--- config.mk ---
export PLATFORM = sky130hd
export DESIGN_NAME = tmps_cmd_fifo
export DESIGN_NICKNAME = d
export VERILOG_FILES = /design/src/design/tmps_pkg.sv /design/src/design/tmps_cmd_fifo.sv
export SDC_FILE = /design/constraint.sdc
export NUM_CORES = 1
export LEC_CHECK = 0
export BUFFER_PORTS_ARGS = -buffer_cell sky130_fd_sc_hd__buf_2
export CORE_UTILIZATION = 48
export CTS_BUF_LIST = sky130_fd_sc_hd__clkbuf_4 sky130_fd_sc_hd__clkbuf_8
export DETAILED_ROUTE_END_ITERATION = 10
export PLACE_DENSITY = 0.85
export SLEW_MARGIN = 15
export SYNTH_ARGS = -nofsm -noshare
export SYNTH_HDL_FRONTEND = slang
export SYNTH_SLANG_ARGS = --single-unit
--- constraint.sdc ---
create_clock -name clk -period 1.8 [get_ports clk]
set_input_delay 0 -clock clk [delete_from_list [all_inputs] [get_ports clk]]
set_output_delay 0 -clock clk [all_outputs]
set_load 0.03 [all_outputs]
--- src/design/tmps_pkg.sv ---
// ----------------------------------------------------------------------------
// tmps_pkg: shared types and constants of the triangle max path sum core
// Sizes of the column store, the value and sum widths, and the command that
// travels from the front end to the back end through the command queue.
// ----------------------------------------------------------------------------
package tmps_pkg;

  // Triangle limits
  localparam int MAX_ROWS   = 512;
  localparam int VALUE_BITS = 16;

  // Port and datapath widths
  localparam int VALUE_W = 16;
  localparam int SUM_W   = 26;
  localparam int COL_W   = $clog2(MAX_ROWS);
  localparam int ROW_W   = $clog2(MAX_ROWS + 1);

  // Low VALUE_BITS bits of an incoming value are used
  localparam logic [VALUE_W-1:0] VALUE_MASK =
    VALUE_W'((64'd1 << VALUE_BITS) - 64'd1);
  localparam logic [SUM_W-1:0] SUM_MAX = {SUM_W{1'b1}};

  // Command queue depth, a power of two
  localparam int QUEUE_DEPTH = 2;
  localparam int QPTR_W      = (QUEUE_DEPTH > 1) ? $clog2(QUEUE_DEPTH) : 1;
  localparam int QCNT_W      = $clog2(QUEUE_DEPTH + 1);

  // Position class of one request
  typedef enum logic [2:0] {
    KIND_TOP,    // row 0: the value alone
    KIND_LEFT,   // column 0: sum above plus value
    KIND_RIGHT,  // last column: sum above-left plus value
    KIND_INNER,  // larger diagonal parent plus value
    KIND_DROP    // row beyond the limit: no update
  } kind_t;

  typedef struct packed {
    kind_t              kind;
    logic               end_row;
    logic               last;
    logic               ovf;
    logic [VALUE_W-1:0] value;
  } cmd_t;

endpackage

--- src/design/tmps_cmd_fifo.sv ---
// ----------------------------------------------------------------------------
// tmps_cmd_fifo: command queue between front end and back end
// Small register FIFO; full depends on the stored count only.
// ----------------------------------------------------------------------------
module tmps_cmd_fifo (
  input  logic           clk,
  input  logic           rst,
  input  logic           push,
  input  tmps_pkg::cmd_t push_cmd,
  output logic           full,
  input  logic           pop,
  output logic           head_valid,
  output tmps_pkg::cmd_t head_cmd
);
  import tmps_pkg::*;

  cmd_t              slots [QUEUE_DEPTH];
  logic [QPTR_W-1:0] head, head_next;
  logic [QPTR_W-1:0] tail, tail_next;
  logic [QCNT_W-1:0] count, count_next;

  assign full       = (count == QCNT_W'(QUEUE_DEPTH));
  assign head_valid = (count != '0);
  assign head_cmd   = slots[head];

  // Advance pointers and count
  always_comb begin
    head_next  = pop  ? head + QPTR_W'(1) : head;
    tail_next  = push ? tail + QPTR_W'(1) : tail;
    count_next = count;
    if (push && !pop) begin
      count_next = count + QCNT_W'(1);
    end else if (pop && !push) begin
      count_next = count - QCNT_W'(1);
    end
  end

  always_ff @(posedge clk) begin
    if (rst) begin
      head  <= '0;
      tail  <= '0;
      count <= '0;
    end else begin
      head  <= head_next;
      tail  <= tail_next;
      count <= count_next;
    end
  end

  // Store pushed requests
  always_ff @(posedge clk) begin
    if (push) begin
      slots[tail] <= push_cmd;
    end
  end

`ifndef NO_ASSERTIONS
  a_no_push_full: assert property (@(posedge clk) disable iff (rst)
    push |-> !full)
    else $error("command queue pushed while full");
  a_no_pop_empty: assert property (@(posedge clk) disable iff (rst)
    pop |-> head_valid)
    else $error("command queue popped while empty");
  a_count_up: assert property (@(posedge clk) disable iff (rst)
    push && !pop |=> count == $past(count) + QCNT_W'(1))
    else $error("command queue count did not advance on push");
`endif

endmodule

==> results.toml <==
[clock_tree]
clock_sinks = 49
clock_path_buffers = 2
cts_root_buffer = "clkbuf_8"
cts_buffers = 5
post-cts-setup-buffers = 0
cts_tree = "done"
ctsHtreeMaxLevel = 2
clock_latency_ns = 0.29
clkTransAtPathRegs_ns = 0.08

[sta]
rsz0062_at_grt = "no"
relSlewSlack_pct = 81.6
period_share_pct = 86.9
setup_tns_ns = 0
min_period_ns = 1.56
max_freq_ghz = 0.640
slew_viol_final = 0
holdWs_ns = 0.00356
worstMarginPinSlew_ns = 0.276
finalSetupViolCount = 0
clock_skew_ns = 0.00227
hold_violations = 0

[final_layout]
final_core_util_pct = 71.5
drive_above_1_share_pct = 50.6
num-nets-final = 200
n_antenna_cell = 0
area_growth_pct = 37.6

[job]
maxCapViolCount = 0

[route]
drt_iter0_drc = 28
drc = 0
wl_um = 3100
wire_per_inst_um = 14.1
via_per_inst = 4.80
vias = 1055
drtPass1Iterations = 3
drtAntennaViolNets = 0

[setup_path]
path_class = "reg2out"
path_buf_inv = 2
required_ns = 1.80
crit_fanout = 11
start_kind = "flop"
cp.arrival_ns = 1.56
slowest_delay_ns = 0.48
critPathCaptureType = "output port"
crit_family = "flip-flops"
crit_slowest_cell = "dfxtp_1"
crit_chain = "buf_4 -> mux2_2 -> buf_2"

[power]
p_per_area_mw_per_mm2 = 995
ir_worst_vdd_mv = 0.637
p_leak_uw = 0.000969

[yosys]
yosysUniqueCellTypes = 16
synthesis.area_mm2 = 0.00179
syn_nets = 117
synthesis.instances = 90
synthArstFlopShare_pct = 0
yosysSeqAreaShare_pct = 79.4
synth_edf_count = 44
ys_ff_latch = 49
ys.flop_type = "edfxtp_1"
post_synth.cell_area_avg_um2 = 19.9
yosys_warnings = 0

[grt]
grt_pass1_wl_um = 5080
grt_max_degree = 15
overflow = 0
first_global_vias = 1158
antenna_found_initial = 0
gr-usage-all-layers_pct = 17.4

[placement]
gp_congestion = 0.683
io_buffers = 49
hpwl_um = 2100

[floorplan]
core_area_mm2 = 0.00344
ios = 50
die_h_um = 63.1
dieArea_mm2 = 0.00398
initial_core_util_pct = 52.0
die_x_um = 63.1
num_rows = 21

[run_status]
outcome = "finished clean"

[worst_hold_path]
hold_class = "in2reg"
[through the flow]
step           worst slack, ns  total power (µW)  instances  instance area [µm²]
2_1_floorplan           0.0684              1630         90                 1790
3_3_place_gp             0.567              1750        189                 2130
3_5_place_dp             0.528              1770        189                 2130
4_1_cts                  0.196              2470        220                 2460
5_1_grt                  0.149              2540        220                 2460
6_report                 0.236              2450        220                 2460
[worst min-delay path, cell delays in order]
cell,delay [ns]
buf_2,0.10
xnor2_1,0.08
nor2_1,0.08
[path summary, 6_finish.rpt]
kind / startpoint / endpoint / slack (ns) / cells after the start
max reg2reg: tail$_SDFFE_PP0P_ / slots[1][12]$_DFFE_PP_ / 0.75 / 2
min reg2reg: count[1]$_SDFFE_PP0P_ / count[1]$_SDFFE_PP0P_ / 0.52 / 2
min: pop / head$_SDFFE_PP0P_ / 0.004 / 3
max: flop / head_cmd[12] / 0.24 / 3
[placed cells by master (no fill, tap or decap)]
cell,n
buf_2,49
clkbuf_8,7
dlygate4sd3_1,23
xnor2_1,2
mux2_2,22
nor2_1,4
and2b_2,1
or2_2,1
and2_1,1
buf_4,6
o21ai_0,1
dfxtp_1,5
a21oi_1,1
clkinv_2,1
inv_1,1
edfxtp_1,44
xor2_1,2
ha_1,1
nor2b_2,1
or3_1,1
[routing by layer]
metal / vias to the layer above / part of all wire (%) / GRT usage [%]
met5: - / 0 / 0
met4: 0 / 2.4 / 9.88
met3: 9 / 4.5 / 3.62
met2: 33 / 56 / 32.0
met1: 509 / 37 / 18.3
li1: 504 / - / -
[synth_stat cells (2+ instances only)]
| master | n | area share (%) |
|---|---|---|
| edfxtp_1 | 44 | 74 |
| mux2_2 | 22 | 14 |
| dfxtp_1 | 5 | 5.6 |
| nor2_1 | 4 | 0.84 |
| buf_2 | 2 | 0.56 |
| xnor2_1 | 2 | 0.98 |
| xor2_1 | 2 | 0.98 |
[timing repair]
action,CTS,global route
hold buffers,23,0
resized for setup,0,0
hold endpoints to repair,49,0
[power by group]
part / internal, µW / leakage, µW / switching [µW]
Clock: 347 / 0.0000542 / 325
Sequential: 1320 / 0.000455 / 28.6
Combinational: 183 / 0.000460 / 246
[state kept, by name, summed over array words and instances, names as in the netlist, named ones only]
| name | flops |
|---|---|
| head | 1 |
| count | 2 |
| slots | 44 |
| tail | 1 |
[logic make-up (layout without fill, tap and decap cells)]
kind of cell | count (synthesis) | after routing | share of synthesized area (%)
flops | 49 | 49 | 79.4
mux | 22 | 22 | 13.8
simple gates | 9 | 9 | 2.73
xor+xnor | 4 | 4 | 1.96
buf+inv | 3 | 87 | 0.769
compound gates | 2 | 2 | 0.559
fa+ha+maj | 1 | 1 | 0.699
[cell type report]
type	count	area, µm²
Inverter	1	3.75
Clock buffer	7	96.3
Sequential cell	49	1420
Clock inverter	1	5.00
Multi-Input combinational cell	38	357
Fill cell	218	981
Tap cell	46	57.6
Timing Repair Buffer	78	520
No activity file was read; power rests on OpenSTA's default activity.
