$ cat src/design/tmps_pkg.sv
// ----------------------------------------------------------------------------
// tmps_pkg: shared types and constants of the triangle max path sum core
// Sizes of the column store, the value and sum widths, and the command that
// travels from the front end to the back end through the command queue.
// ----------------------------------------------------------------------------
package tmps_pkg;

  // Triangle limits
  localparam int MAX_ROWS   = 512;
  localparam int VALUE_BITS = 16;

  // Port and datapath widths
  localparam int VALUE_W = 16;
  localparam int SUM_W   = 26;
  localparam int COL_W   = $clog2(MAX_ROWS);
  localparam int ROW_W   = $clog2(MAX_ROWS + 1);

  // Low VALUE_BITS bits of an incoming value are used
  localparam logic [VALUE_W-1:0] VALUE_MASK =
    VALUE_W'((64'd1 << VALUE_BITS) - 64'd1);
  localparam logic [SUM_W-1:0] SUM_MAX = {SUM_W{1'b1}};

  // Command queue depth, a power of two
  localparam int QUEUE_DEPTH = 2;
  localparam int QPTR_W      = (QUEUE_DEPTH > 1) ? $clog2(QUEUE_DEPTH) : 1;
  localparam int QCNT_W      = $clog2(QUEUE_DEPTH + 1);

  // Position class of one request
  typedef enum logic [2:0] {
    KIND_TOP,    // row 0: the value alone
    KIND_LEFT,   // column 0: sum above plus value
    KIND_RIGHT,  // last column: sum above-left plus value
    KIND_INNER,  // larger diagonal parent plus value
    KIND_DROP    // row beyond the limit: no update
  } kind_t;

  typedef struct packed {
    kind_t              kind;
    logic               end_row;
    logic               last;
    logic               ovf;
    logic [VALUE_W-1:0] value;
  } cmd_t;

endpackage

$ cat src/design/tmps_front.sv
// ----------------------------------------------------------------------------
// tmps_front: request intake and position classification
// Tracks row and column of the next element, tags each request with its
// position class and pushes it into the command queue.
// ----------------------------------------------------------------------------
module tmps_front (
  input  logic                         clk,
  input  logic                         rst,
  input  logic                         in_valid,
  output logic                         in_stall,
  input  logic [tmps_pkg::VALUE_W-1:0] value,
  input  logic                         last,
  output logic                         push,
  output tmps_pkg::cmd_t               push_cmd,
  input  logic                         queue_full
);
  import tmps_pkg::*;

  logic [ROW_W-1:0] row_index, row_index_next;
  logic [COL_W-1:0] column_index, column_index_next;
  logic             overflow_seen, overflow_seen_next;
  logic [ROW_W-1:0] col_ext;
  logic             drop;
  logic             end_row;
  kind_t            kind;

  assign in_stall = queue_full;
  assign push     = in_valid && !queue_full;
  assign col_ext  = ROW_W'(column_index);

  // Classify the request by its position
  always_comb begin
    drop    = (row_index == ROW_W'(MAX_ROWS));
    end_row = (col_ext == row_index);
    if (drop) begin
      kind = KIND_DROP;
    end else if (row_index == '0) begin
      kind = KIND_TOP;
    end else if (column_index == '0) begin
      kind = KIND_LEFT;
    end else if (end_row) begin
      kind = KIND_RIGHT;
    end else begin
      kind = KIND_INNER;
    end
  end

  assign push_cmd = '{kind:    kind,
                      end_row: end_row,
                      last:    last,
                      ovf:     overflow_seen || drop,
                      value:   value & VALUE_MASK};

  // Advance the position on each accepted request; a dropped one sets overflow, last restarts
  always_comb begin
    row_index_next     = row_index;
    column_index_next  = column_index;
    overflow_seen_next = overflow_seen;
    if (push) begin
      if (drop) begin
        overflow_seen_next = 1'b1;
      end else if (end_row) begin
        row_index_next    = row_index + ROW_W'(1);
        column_index_next = '0;
      end else begin
        column_index_next = column_index + COL_W'(1);
      end
      if (last) begin
        row_index_next     = '0;
        column_index_next  = '0;
        overflow_seen_next = 1'b0;
      end
    end
  end

  always_ff @(posedge clk) begin
    if (rst) begin
      row_index     <= '0;
      column_index  <= '0;
      overflow_seen <= 1'b0;
    end else begin
      row_index     <= row_index_next;
      column_index  <= column_index_next;
      overflow_seen <= overflow_seen_next;
    end
  end

endmodule

$ cat config.mk
export PLATFORM = sky130hd
export DESIGN_NAME = tmps_front
export DESIGN_NICKNAME = d
export VERILOG_FILES = /design/src/design/tmps_pkg.sv /design/src/design/tmps_front.sv
export SDC_FILE = /design/constraint.sdc
export NUM_CORES = 1
export LEC_CHECK = 0
export ABC_AREA = 0
export BUFFER_PORTS_ARGS = -buffer_cell sky130_fd_sc_hd__buf_2
export CORE_ASPECT_RATIO = 1.4
export CORE_MARGIN = 2
export CORE_UTILIZATION = 40
export CTS_BUF_LIST = sky130_fd_sc_hd__clkbuf_8
export CTS_CLUSTER_DIAMETER = 120
export CTS_CLUSTER_SIZE = 28
export DETAILED_ROUTE_END_ITERATION = 7
export PLACE_DENSITY = 0.65
export SYNTH_ARGS = -nofsm -noshare
export SYNTH_HDL_FRONTEND = slang
export SYNTH_SLANG_ARGS = --single-unit
$ cat constraint.sdc
create_clock -name clk -period 2.5 [get_ports clk]
set_input_delay 0.25 -clock clk [delete_from_list [all_inputs] [get_ports clk]]
set_output_delay 0.25 -clock clk [all_outputs]
set_load 0.1 [all_outputs]
==> results.yml, run 1 <==
floorplanning:
  die_x_um: 53.91
  rows: 25
  fp.coreArea_um2: 3347
  fp.dieH_um: 73.88
  die-area_um2: 3983
  io_pins: 45
  start_util_pct: 41.68
sta:
  fin_setup_tns_ns: 0
  fin_crit_ns: 2.370
  maxSlewHeadroom_pct: 60.90
  grt_setup_unrepaired: "no"
  max_freq_mhz: 422.0
  maxSlewViolCount: 0
  finClkSkew_ns: 0.001900
  hold_viol: 0
  setup_viol: 0
  fin_crit_sh_pct: 94.79
  worstMarginPinSlew_ns: 0.5783
synth:
  ys_seq_elements: 20
  netlist_instances: 174
  avgSynthCellArea_um2: 8.018
  syn_area_um2: 1395
  synth_edf_count: 0
  ys_warn_count: 0
  synth_flop_cell: "dfxtp_1"
  ys_types: 38
  ys_seq_area_share_pct: 28.70
  async_reset_ff_share_pct: 0
  synth_nets: 199
run_status:
  outcome: "finished clean"
clock_tree:
  post-cts-setup-buffers: 0
  cts.clk_slew.worst_paths_ns: 0.07
  numCtsBuffers: 3
  cts_root_buffer: "clkbuf_8"
  htree_levels: 1
  clockBufferDepth: 2
  clk-insertion-delay-late_ns: 0.26
  holdBufCountCts: 0
  cts_sinks: 20
  cts_tree: "done"
detailed_routing:
  route.detailed.drc: 0
  dr.pass1.iters: 4
  vias: 1249
  wl_per_cell_um: 17.27
  routed_wirelength_mm: 3.575
  drtIter0Drc: 51
  via_per_inst: 6.034
  ant_nets: 0
power_and_ir_drop:
  ir_drop_v: 0.0002297
  p_per_area_nw_per_um2: 473.9
  totalPowerFinal_mw: 0.6707
  p_seq_share_pct: 48.5
  clkPwrFrac_pct: 32.0
  p_switching_mw: 0.2098
  internal-power_mw: 0.4609
  combPwrFrac_pct: 19.5
  switching_share_pct: 31.28
  p_leak_nw: 0.4993
layout:
  syn2layout_area_growth_pct: 1.435
  nNetsFinal: 194
  layout_common_cells: "dfxtp_1, nand2_1, xnor2_1, nor2_1, buf_2"
  fill_cells: 339
  num_antenna_cells: 0
  final_common_cell: "dfxtp_1"
  drive_gt1_share_pct: 14.97
min_path:
  hp-class: "in -> reg"
global_route:
  grtUsageTotal_pct: 19.27
  grt-ovfl-total: 0
  grt_pass1_wl_mm: 5.706
  grt_max_degree: 18
  antenna_found_initial: 0
  first_global_vias: 1241
setup_path:
  slowest_delay_ns: 0.50
  cp_slowest_cell: "dfxtp_1"
  cp_max_fo: 10
  setup.worst_path.class: "reg -> out"
  required_ns: 2.25
  path_cells: "xor2_1, and4bb_2, and3_1, a21oi_2, clkbuf_4"
  cp_data_arrival_time_ns: 2.12
  startpoint_type: "flip-flop"
  cp-end-kind: "primary output"
place:
  dp_hpwl_mm: 2.660
  port_buffers: 12
  gp_congestion: 0.9725
run:
  maxCapViolations: 0
## cell usage after synthesis, types with 3 or more instances
| cell | count | area (um2) |
|---|---|---|
| a21oi_1 | 7 | 35.03 |
| a311o_1 | 3 | 30.03 |
| a31oi_1 | 4 | 25.02 |
| and3_1 | 4 | 25.02 |
| buf_2 | 3 | 15.01 |
| buf_4 | 20 | 150.1 |
| dfxtp_1 | 20 | 400.4 |
| ha_1 | 4 | 50.05 |
| inv_1 | 6 | 22.52 |
| nand2_1 | 17 | 63.81 |
| nand2b_1 | 4 | 25.02 |
| nand3_1 | 7 | 35.03 |
| nand4_1 | 4 | 25.02 |
| nor2_1 | 11 | 41.29 |
| nor2b_1 | 3 | 18.77 |
| nor3_1 | 4 | 20.02 |
| o211ai_1 | 3 | 22.52 |
| o21ai_0 | 3 | 15.01 |
| o221ai_1 | 3 | 26.28 |
| or3_1 | 3 | 18.77 |
| or4_1 | 3 | 22.52 |
| xnor2_1 | 11 | 96.34 |
| xor2_1 | 5 | 43.79 |
## stage by stage
step                      area (um2)  util [%]  cells  setup WS [ns]  hold WS, ns
after floorplan                 1403         -    174         0.1952       0.4466
after global placement          1363     40.71    204         0.4706       0.4687
after detailed placement        1363     40.71    204         0.3963       0.5007
after CTS                       1404     41.94    207        0.09286       0.3565
after global routing            1415     42.28    207        0.02144       0.3798
final                           1415     42.28    207         0.1301       0.3579
## power by group through the flow
stage | combinational (mW) | sequential, mW | clock [mW]
after floorplan | 0.227 | 0.332 | 0
after global placement | 0.123 | 0.332 | 0
after detailed placement | 0.126 | 0.333 | 0
after CTS | 0.127 | 0.325 | 0.221
after global routing | 0.138 | 0.326 | 0.236
final | 0.131 | 0.325 | 0.215
## timing repair
item | in CTS | in global routing
setup endpoints to repair | 0 | 2
gates resized for setup | 0 | 3
endpoints found under the hold margin | 0 | 0
## sequential cells by signal, indices dropped and copies added (netlist names)
| register | flops |
|---|---|
| overflow_seen | 1 |
| row_index | 10 |
| column_index | 9 |
## final timing paths
| kind | depth (start not counted) | slack [ns] | to | start |
|---|---|---|---|---|
| setup / recovery | 5 | 0.13 | push_cmd[19] | row_index[5] |
| hold / removal | 2 | 0.36 | row_index[2] | rst |
| setup reg to reg | 7 | 0.36 | row_index[1] | row_index[0] |
| hold reg to reg | 2 | 0.54 | row_index[9] | row_index[9] |
## critical path, delay by kind of cell, from the launching register on
kind	cells	cell delay, ns
xor+xnor	1	0.25
simple gates	2	0.59
compound gates	1	0.18
flops	1	0.50
buf+inv	1	0.34
## layer usage
layer / track usage, % / part of all wire [%]
met5: 0 / 0
met4: 8.832 / 1.7
met3: 3.659 / 6.0
met2: 33.88 / 54
met1: 21.57 / 39
## final cells by class
cell class	count	area [um2]	area share, %
tap	40	50.05	3.537
timing repair buffer	15	87.58	6.189
multi-input combinational	122	809.5	57.21
sequential	20	400.4	28.29
clock buffer	3	41.29	2.918
inverter	7	26.28	1.857
## cell families (layout without fill, tap and decap cells)
group	count (synthesis)	after routing	share of synthesized area [%]
AO/OA/AOI/OAI	28	28	13.99
flip-flops	20	20	28.70
buffers and inverters	32	25	14.26
multiplexers	1	1	0.7175
adder cells (fa/ha/maj)	4	4	3.588
AND/OR/NAND/NOR	73	73	28.70
XOR/XNOR	16	16	10.04
No activity file was read; power rests on OpenSTA's default activity.
==> run 2, diff against run 1 <==
CORE_UTILIZATION = 52   (was 40)
PLACE_DENSITY = 0.9   (was 0.65)
==> run 2 against run 1 <==
Against the previous run: via count fell by 3.4%; critical path depth fell by 1; register-to-register slack barely moved; cell count fell by 1.9%; setup slack improved by 0.027 ns; clock skew rose by 0.0043 ns; design area rose by 0.88%; fmax rose by 1.1%; highest routed layer unchanged.
==> results.yml, run 2 (synthesis results as in run 1) <==
setup_path:
  worstRegToRegCells: 7
  cp-end-kind: "primary output"
  rr_endpoint: "row_index[9]"
  r2r_start: "row_index[0]"
  r2r_slack_ns: 0.36
  setup.worst_path.class: "reg -> out"
  cp_max_fo: 10
  startpoint_type: "flip-flop"
  required_ns: 2.25
  cp_data_arrival_time_ns: 2.09
clock_tree:
  cts.clk_slew.worst_paths_ns: 0.08
  numCtsBuffers: 3
  clockBufferDepth: 2
  clk-insertion-delay-late_ns: 0.26
  cts_sinks: 20
  cts_tree: "done"
  cts_root_buffer: "clkbuf_8"
  htree_levels: 1
power_and_ir_drop:
  ir_drop_v: 0.0004161
  p_per_area_nw_per_um2: 545.0
  p_leak_nw: 0.5071
  totalPowerFinal_mw: 0.7780
floorplanning:
  start_util_pct: 53.92
  die_x_um: 47.78
  rows: 22
  fp.coreArea_um2: 2587
  io_pins: 45
  die-area_um2: 3119
  fp.dieH_um: 65.29
global_route:
  grt_max_degree: 18
  grtUsageTotal_pct: 21.75
  antenna_found_initial: 0
  grt-ovfl-total: 0
  grt_pass1_wl_mm: 4.919
  first_global_vias: 1171
layout:
  largest-register: "row_index"
  nNetsFinal: 193
  instances_no_fill: 203
  drive_gt1_share_pct: 14.97
  final_common_cell: "dfxtp_1"
  reg.largest.list: "row_index: 10 flops, column_index: 9 flops, overflow_seen: 1 flops"
  largest_reg_flops: 10
  layout_common_cells: "dfxtp_1, nand2_1, buf_2, xnor2_1, nor2_1"
  num_antenna_cells: 0
  syn2layout_area_growth_pct: 2.332
detailed_routing:
  routed_wirelength_mm: 2.891
  dr.pass1.iters: 5
  via_per_inst: 5.946
  ant_nets: 0
  wl_per_cell_um: 14.24
  vias: 1207
  drtIter0Drc: 33
  route.detailed.drc: 0
place:
  dpl.cell_count: 199
  port_buffers: 12
  dp_hpwl_mm: 2.149
  gp_congestion: 0.8839
  pre_cts_ws_ns: 0.2931
sta:
  hold_viol: 0
  fin_crit_ns: 2.343
  max_freq_mhz: 426.8
  worstMarginPinSlew_ns: 0.6438
  setup_viol: 0
  hold_slack_ns: 0.3517
  grt_setup_unrepaired: "no"
  finClkSkew_ns: 0.006248
  maxSlewHeadroom_pct: 56.68
  fin_setup_tns_ns: 0
  timing.final.ws_setup_ns: 0.1568
  fin_crit_sh_pct: 93.73
  maxSlewViolCount: 0
min_path:
  holdPathStages: 3
  hold_path_startpoint: "last"
  hp-class: "in -> reg"
  min_to: "overflow_seen"
run:
  maxCapViolations: 0
run_status:
  outcome: "finished clean"
-- run 2: cell types whose count changed in the layout (fill, tap and decap cells not counted), sizes merged --
cell    previous run  this run
buf               13        14
clkbuf             5         3
bufinv             0         1
-- run 2: worst max-delay path, stage by stage, from the launching register on --
cell and delay (ns):
dfxtp_1 0.48, xnor2_1 0.19, and4bb_2 0.28, and3_1 0.38, buf_2 0.50
-- run 2: worst max path at each step --
stage	endpoint	cells after the start	from	slack [ns]
2_1_floorplan	row_index[9]	7	queue_full	0.20
3_3_place_gp	push_cmd[16]	6	row_index[0]	0.34
5_1_grt	push_cmd[19]	6	column_index[1]	0.05
3_5_place_dp	push_cmd[16]	6	row_index[0]	0.29
6_report	push_cmd[18]	4	row_index[3]	0.16
4_1_cts	push_cmd[16]	6	row_index[0]	0.008
-- run 2: per-layer routing --
| metal | GRT usage (%) | share of wire (%) |
|---|---|---|
| met1 | 25.47 | 38 |
| met2 | 34.33 | 52 |
| met3 | 4.670 | 6.4 |
| met4 | 13.18 | 3.7 |
| met5 | 0 | 0 |
-- run 2: stage by stage --
step,cell area [um2],utilization [%]
after detailed placement,1350,52.18
after floorplan,1403,-
final,1428,55.17
after CTS,1421,54.93
after global placement,1350,52.18
after global routing,1428,55.17
-- run 2: what timing repair did --
item | CTS | global route
buffers inserted | 0 | 0
endpoints found under the setup margin | 0 | 2
hold buffers | 0 | 0
hold endpoints to repair | 0 | 0
resized for setup | 0 | 1
-- run 2: cell type report --
class	count	area (um2)
clock buffer	3	41.29
timing repair buffer	14	75.07
multi-input combinational	122	809.5
inverter	7	26.28
clock inverter	1	30.03
tap	36	45.04
sequential	20	400.4
fill	262	1160
-- run 2: where the power goes --
| group | internal (mW) | switching, mW | total, mW |
|---|---|---|---|
| clock | 0.214 | 0.114 | 0.328 |
| combinational | 0.0301 | 0.0947 | 0.125 |
| sequential | 0.321 | 0.00411 | 0.325 |
